`src/hw/rtl/ecs_pkg.sv`:
```
// ----------------------------------------------------------------------------
// ecs_pkg
// Types, sizes and codes shared by the context score block.
// ----------------------------------------------------------------------------
`timescale 1ns / 1ps

package ecs_pkg;

    // Table sizes.
    localparam int VOCAB_SIZE = 4096;
    localparam int VECTOR_DIM = 64;

    // Field widths.
    localparam int FUNC_W    = 2;
    localparam int WORD_W    = 12;
    localparam int ELEM_W    = 6;
    localparam int VALUE_W   = 16;
    localparam int CFG_W     = 7;
    localparam int SCORE_W   = 48;

    // Derived widths.
    localparam int WORD_AW    = $clog2(VOCAB_SIZE);
    localparam int ELEM_AW    = $clog2(VECTOR_DIM);
    localparam int EMB_AW     = WORD_AW + ELEM_AW;
    localparam int EMB_DEPTH  = VOCAB_SIZE * VECTOR_DIM;
    localparam int PROD_W     = 2 * VALUE_W;
    localparam int STEP_W     = PROD_W + ELEM_AW + 1;
    localparam int SUM_W      = SCORE_W + 1;
    localparam int FRAC_SHIFT = 11;

    // Item queue between front and back.
    localparam int QUEUE_DEPTH = 4;
    localparam int QUEUE_AW    = $clog2(QUEUE_DEPTH);

    // Reset value of the vector length register.
    localparam logic [CFG_W-1:0] VLEN_RESET = CFG_W'(VECTOR_DIM);

    // Saturation limits of the score.
    localparam logic signed [SCORE_W-1:0] SCORE_MAX = {1'b0, {(SCORE_W-1){1'b1}}};
    localparam logic signed [SCORE_W-1:0] SCORE_MIN = {1'b1, {(SCORE_W-1){1'b0}}};

    // Function codes on the input channel.
    localparam logic [FUNC_W-1:0] FUNC_EMB_WR   = 2'd0;
    localparam logic [FUNC_W-1:0] FUNC_BIAS_WR  = 2'd1;
    localparam logic [FUNC_W-1:0] FUNC_NOISE_WR = 2'd2;
    localparam logic [FUNC_W-1:0] FUNC_SCORE    = 2'd3;

    // Decoded command carried through the queue.
    typedef enum logic [1:0] {
        CMD_EMB_WR,
        CMD_BIAS_WR,
        CMD_NOISE_WR,
        CMD_SCORE
    } cmd_t;

    // One queued item.
    typedef struct packed {
        cmd_t                      cmd;
        logic [WORD_W-1:0]         word;
        logic [ELEM_W-1:0]         element;
        logic signed [VALUE_W-1:0] value;
        logic [WORD_W-1:0]         context_word;
        logic                      last;
        logic                      word_ok;
        logic                      ctx_ok;
    } entry_t;

    // Queue status seen by the two sides.
    typedef struct packed {
        logic full;
        logic empty;
    } queue_status_t;

    // Back-end sequencer states.
    typedef enum logic [2:0] {
        ST_IDLE,
        ST_RUN,
        ST_DRAIN,
        ST_STEP,
        ST_FINAL
    } state_t;

endpackage

```
`src/hw/rtl/ecs_queue.sv`:
```
// ----------------------------------------------------------------------------
// ecs_queue
// Short first-in first-out queue of decoded items between front and back.
// ----------------------------------------------------------------------------
`timescale 1ns / 1ps

module ecs_queue (
    input  logic                   aclk,
    input  logic                   aresetn,
    input  logic                   push,
    input  ecs_pkg::entry_t        push_entry,
    input  logic                   pop,
    output ecs_pkg::entry_t        head,
    output ecs_pkg::queue_status_t status
);

    ecs_pkg::entry_t                 slot_reg [ecs_pkg::QUEUE_DEPTH];
    logic [ecs_pkg::QUEUE_AW-1:0]    wr_ptr_reg, wr_ptr_next;
    logic [ecs_pkg::QUEUE_AW-1:0]    rd_ptr_reg, rd_ptr_next;
    logic [ecs_pkg::QUEUE_AW:0]      count_reg, count_next;
    logic                            do_push;
    logic                            do_pop;

    assign status.full  = (count_reg == (ecs_pkg::QUEUE_AW+1)'(ecs_pkg::QUEUE_DEPTH));
    assign status.empty = (count_reg == '0);
    assign do_push      = push && !status.full;
    assign do_pop       = pop && !status.empty;
    assign head         = slot_reg[rd_ptr_reg];

    // Pointer and fill count update.
    always_comb begin
        wr_ptr_next = do_push ? wr_ptr_reg + 1'b1 : wr_ptr_reg;
        rd_ptr_next = do_pop ? rd_ptr_reg + 1'b1 : rd_ptr_reg;
        count_next  = count_reg;
        if (do_push && !do_pop) begin
            count_next = count_reg + 1'b1;
        end else if (do_pop && !do_push) begin
            count_next = count_reg - 1'b1;
        end
    end

    always_ff @(posedge aclk) begin
        if (!aresetn) begin
            wr_ptr_reg <= '0;
            rd_ptr_reg <= '0;
            count_reg  <= '0;
        end else begin
            wr_ptr_reg <= wr_ptr_next;
            rd_ptr_reg <= rd_ptr_next;
            count_reg  <= count_next;
        end
    end

    // Item storage.
    always_ff @(posedge aclk) begin
        if (do_push) begin
            slot_reg[wr_ptr_reg] <= push_entry;
        end
    end

endmodule

```
`config.mk`:
```
export PLATFORM = sky130hd
export DESIGN_NAME = ecs_queue
export DESIGN_NICKNAME = d
export VERILOG_FILES = /design/src/hw/rtl/ecs_pkg.sv /design/src/hw/rtl/ecs_queue.sv
export SDC_FILE = /design/constraint.sdc
export NUM_CORES = 1
export LEC_CHECK = 0
export ABC_AREA = 1
export BUFFER_PORTS_ARGS = -buffer_cell sky130_fd_sc_hd__buf_2
export CAP_MARGIN = 10
export CORE_MARGIN = 2
export CORE_UTILIZATION = 29
export DETAILED_ROUTE_END_ITERATION = 10
export PLACE_DENSITY = 0.56
export SYNTH_ARGS = -nofsm -noshare
export SYNTH_HDL_FRONTEND = slang
export SYNTH_SLANG_ARGS = --single-unit
```
`constraint.sdc`:
```
create_clock -name aclk -period 4.1 [get_ports aclk]
set_input_delay 0.205 -clock aclk [delete_from_list [all_inputs] [get_ports aclk]]
set_output_delay 0.205 -clock aclk [all_outputs]
set_load 0.05 [all_outputs]
```
# == Yosys cells after proc, flatten, opt, wreduce, memory -nomap -nowiden ==
# Memories as Yosys holds them, arrays and structs flattened. A register that Yosys moved wholly into a read port is not among the register bits.
# Index checks and enable logic that the tools add are counted.
# word_totals
ramBits,204
mem_count,1
ff_bits,7
elab_cells,25
# mem_list
memory,depth,width,rd,rd_ports_with_merged_regs,write_ports,line_no,text
slot_reg,4,51,1,1,1,ecs_queue.sv:17,ecs_pkg::entry_t slot_reg [ecs_pkg::QUEUE_DEPTH];
# op_classes
n_eq_ne,1
muxes,6
n_addsub,4
reduce_logical,10
# op_table
op,count
3-bit 2-to-1 mux,2
"2-bit by 1-bit adder with 2-bit output, second input constant",2
1-bit logical AND,4
1-bit zero test,4
2-bit 2-to-1 mux,2
"3-bit by 1-bit adder with 3-bit output, second input constant",1
"3-bit == test, second input constant",1
3-bit zero test,1
"3-bit by 1-bit subtractor with 3-bit output, second input constant",1
1-bit 2-to-1 mux,2
2-bit nonzero test,1

# == Logic depth before layout (Yosys ltp) ==
# logic_depth
depth_word,7
mapped_depth,13
ltp_nobuf,13

# == Worst setup path after synthesis ==
# Ideal clock, no wire load.
# synth_path
path_kind,register to register
startpoint,register count_reg[0] (netlist bit)
endpoint,"memory slot_reg[0][0] (netlist bit), enable pin"
arrival_ns,2.799
n_path_buf,0
path_stages_with_launch,5
period_less_slack_ns,3.259
slack_ns,0.841
cell_sequence,dfxtp_1 nor2_1 nand2_1 nand2_1 nor2_1
# synth_between
elab_chain_len,5
# synth_rtl
element,line_no,text
start: declaration,ecs_queue.sv:20,"logic [ecs_pkg::QUEUE_AW:0] count_reg, count_next;"
start signal: assignment,ecs_queue.sv:50,count_reg <= count_next;
3-bit == test,ecs_queue.sv:24,assign status.full = (count_reg == (ecs_pkg::QUEUE_AW+1)'(ecs_pkg::QUEUE_DEPTH));
1-bit zero test,ecs_queue.sv:26,assign do_push = push && !status.full;
1-bit logical AND,ecs_queue.sv:26,
1-bit 2-to-1 mux,ecs_queue.sv:56,if (do_push) begin
1-bit 2-to-1 mux (implied by the code),ecs_queue.sv:57,slot_reg[wr_ptr_reg] <= push_entry;
end: declaration,ecs_queue.sv:17,
# Every way passes these cells.

==> impl_summary.md <==
Status
The flow ran to the end, and the final reports show no timing, DRC or antenna violations.

Power and ir drop
The leakage power is 3.59 nW. The internal portion of the total power is 4.30 mW. VDD sags by at most 0.293 mV. Of the total power, combinational logic draws 31.9%.

The share of total power dissipated in sequential elements is 39.8%. The switching component of the power is 2.62 mW. The power density relative to cell area is 678 nW/µm². In this run, the clock network consumes 28.3% of the power. Net switching is 37.8% of the power.

Synth
For this run, asynchronously set or reset flops after synthesis account for 0%. The cell type contributing the most total cell area after synthesis is sky130_fd_sc_hd__edfxtp_1. The fraction of the mapped netlist area in adder cells is 1.02%.

After synthesis, the share of cell area in mux cells is 0%. The most used flip-flop cell after synthesis is sky130_fd_sc_hd__edfxtp_1. The Yosys step of the flow raised 0 warnings. The largest family of logic cells by synthesized area is compound AO/OA/AOI/OAI gates. The count of flip-flops with a built-in enable after synthesis is 204. The compound-gate portion of the synthesized area is 10.5%. Ranked by total cell area, the synthesized netlist is headed by sky130_fd_sc_hd__edfxtp_1 76%, sky130_fd_sc_hd__nor2_1 5.4%, sky130_fd_sc_hd__o22ai_1 3.9%.

The synthesized netlist devotes 6.43% of its cell area to simple gates. The total nets after synthesis is 624. By instance count, the leading cell after synthesis is sky130_fd_sc_hd__edfxtp_1.

The post-synthesis average cell area is 14.4 µm². The post-synthesis xor/xnor area fraction is 0.108%. The synthesized cell area is 8080 µm².

The portion of the post-synthesis area used by sequential elements is 78.0%. The number of different library cells in the post-synthesis netlist is 20. In the synthesized netlist, the cells that appear most often are 204 x sky130_fd_sc_hd__edfxtp_1, 116 x sky130_fd_sc_hd__nor2_1, 60 x sky130_fd_sc_hd__o21ai_1.

Synthesis inferred 213 register bits. The top cell type by area accounts for 75.8% of the synthesized area. Synthesis handed over a netlist of 563 instances.

Timing
The hold violation total from the final report came to 0. The final period utilization is 78.0%. The measured slew at the worst slew-check pin is 915 ps.

The number of max-slew violations in the final report was 0. The setup-violating endpoint count in the final report is 0. The shortest period the worst path allows is 3200 ps. Timing would allow up to 313 MHz. The clock arrives with 21.9 ps of skew. Setup repair after global routing left no endpoint under its margin. Setup slack closes at 902 ps. Headroom to the max-slew limit came out at 38.9%. Setup total negative slack on the finished layout was measured at 0 ps.

Die
From left edge to right edge, the die measures 171 µm. The area inside the core boundary is 27,600 µm². The area of the die is 29,200 µm². The number of cell rows is 61. The height of the die is 171 µm.

The initial cell density of the core is 29.3%. The count of boundary I/O pins is 108.

Clock network
The clock net in this run drives a total of 213 sinks. The total of cells resized after clock tree synthesis is 0. Once the clock tree was built, the setup fixing pass inserted 0 buffers. The post-CTS clock slew at the launch and capture registers of the worst setup and hold paths is 60 ps.

The worst-skew pair later-pin latency is 510 ps. The root cell of the clock tree is sky130_fd_sc_hd__clkbuf_16. Buffers inserted during clock tree synthesis total 23.

TritonCTS built the clock tree. The number of levels in the clock H-tree is 1. The longest clock path from root to sink contains 3 buffers.

Place
Prior to clock tree synthesis, the placed netlist has a worst setup slack of 1350 ps. Counting tap cells, the placed design contains a total of 1,024 instances. The placed wire-length estimate is 10,400 µm. At the end of routability-driven placement, the weighted congestion stood at 0.700. The number of port buffers is 107.

Layout
The non-filler instance count after layout is 1,121. Compared with the post-synthesis result, the final layout area differs by 26.3%. The share of post-route cells with drive strength above 1 is 20.9%. The final layout contains 786 nets. The register with the most flip-flops in the layout has 204 of them.

Route
The via total after detailed routing is 5,044. The first TritonRoute pass finished after 4 iterations. Using the TritonRoute via totals, the vias-per-cell ratio works out to 4.50. After detailed routing, the average wire length per cell comes to 16.1 µm.

The post-detailed-route DRC marker count is 0. The final layout contains routed wiring with a total length of 18,100 µm. The first routing iteration left 320 violations. The final antenna-violating net count is 0.

Critical path
The worst endpoint required time is 3890 ps. The worst setup path is launched from a flop. For the worst setup path, the data arrival time is 2990 ps. In this run the worst path has a maximum fanout of 57. By startpoint and endpoint, the worst setup path is classified as flop to output pin. The startpoint identified for the worst register-to-register timing path is count_reg[1]$_SDFFE_PN0P_. STA classifies the critical path endpoint as an output pin.

Worst hold path
The worst hold path begins at push_entry[38]. The worst min-delay path class is input port to flop.

Global route
Across every metal layer, demand over resource in global routing totals 12.3%. The via count of the first global-routing pass is 4,980. The number of antenna violations at the first check in global routing is 3. The pin count of the biggest net entering global routing is 58. The wire length of the first global-routing pass is 27,800 µm. Summed over all layers, the global routing overflow is 0.

Run
The number of max-cap violations is 0.
## timing repair
item,CTS,global route
hold buffers,54,0
setup endpoints to repair,0,0
hold endpoints to repair,209,0
## critical path: stages (launching register included)
cell and delay [ps]:
sky130_fd_sc_hd__dfxtp_4 670, sky130_fd_sc_hd__clkinv_2 750, sky130_fd_sc_hd__buf_4 480, sky130_fd_sc_hd__o21ai_1 210
sky130_fd_sc_hd__o22ai_1 90, sky130_fd_sc_hd__buf_2 230
## stage by stage
step	power, mW	area (µm²)	hold slack [ps]	util, %
after floorplan	4.48	8080	304	-
after CTS	7.01	10200	446	36.9
after global routing	7.26	10200	450	36.9
after global placement	5.00	8940	421	32.4
final	6.92	10200	450	36.9
after detailed placement	5.01	8940	426	32.4
## routing by layer
layer / routed length (µm) / track usage, %
met5: 27 / 0
met4: 340 / 3.94
met3: 1200 / 3.19
met2: 8300 / 19.3
met1: 8240 / 16.7
## power by group through the flow
stage | clock network (mW) | logic [mW] | registers (mW)
after floorplan | 0 | 1.73 | 2.76
after CTS | 2.00 | 2.25 | 2.76
after detailed placement | 0 | 2.20 | 2.80
after global routing | 2.09 | 2.38 | 2.78
final | 1.96 | 2.21 | 2.76
after global placement | 0 | 2.20 | 2.80
## final timing paths
check,end,cells past startpoint,slack [ps]
worst max-delay path,head[24],5,900
worst min-delay path,slot_reg[3][38]$_DFFE_PP_,2,450
worst max register to register,count_reg[1]$_SDFFE_PN0P_,9,1920
worst min register to register,flop,2,500
## cell usage in the layout (no fill, tap or decap), types with 3 or more instances in the layout
cell and n:
sky130_fd_sc_hd__clkbuf_1 5, sky130_fd_sc_hd__inv_1 16, sky130_fd_sc_hd__dfxtp_1 7, sky130_fd_sc_hd__clkbuf_8 4
sky130_fd_sc_hd__o21ai_0 43, sky130_fd_sc_hd__edfxtp_1 204, sky130_fd_sc_hd__o22ai_1 51, sky130_fd_sc_hd__buf_4 8
sky130_fd_sc_hd__nand2_1 15, sky130_fd_sc_hd__nor2_1 112, sky130_fd_sc_hd__nor2_4 4, sky130_fd_sc_hd__clkbuf_16 23
sky130_fd_sc_hd__o21ai_1 60, sky130_fd_sc_hd__clkinv_2 3, sky130_fd_sc_hd__nand3_1 4, sky130_fd_sc_hd__ha_1 5
sky130_fd_sc_hd__a21oi_1 3, sky130_fd_sc_hd__buf_2 107, sky130_fd_sc_hd__clkinv_1 5, sky130_fd_sc_hd__dlygate4sd3_1 54
## area by class of cell
| cell class | count | area [µm²] |
|---|---|---|
| Antenna cell | 1 | 2.50 |
| Clock buffer | 32 | 649 |
| Clock inverter | 10 | 75.1 |
| Fill cell | 2670 | 17400 |
| Inverter | 18 | 68.8 |
| Multi-Input combinational cell | 300 | 1490 |
| Sequential cell | 213 | 6310 |
| Tap cell | 378 | 473 |
| Timing Repair Buffer | 169 | 1140 |
## logic make-up after synthesis
group,Yosys count
XOR/XNOR,1
flip-flops,213
AO/OA/AOI/OAI,157
adder cells (fa/ha/maj),6
AND/OR/NAND/NOR,136
buffers and inverters,50
Power figures use the tool's default switching activity.
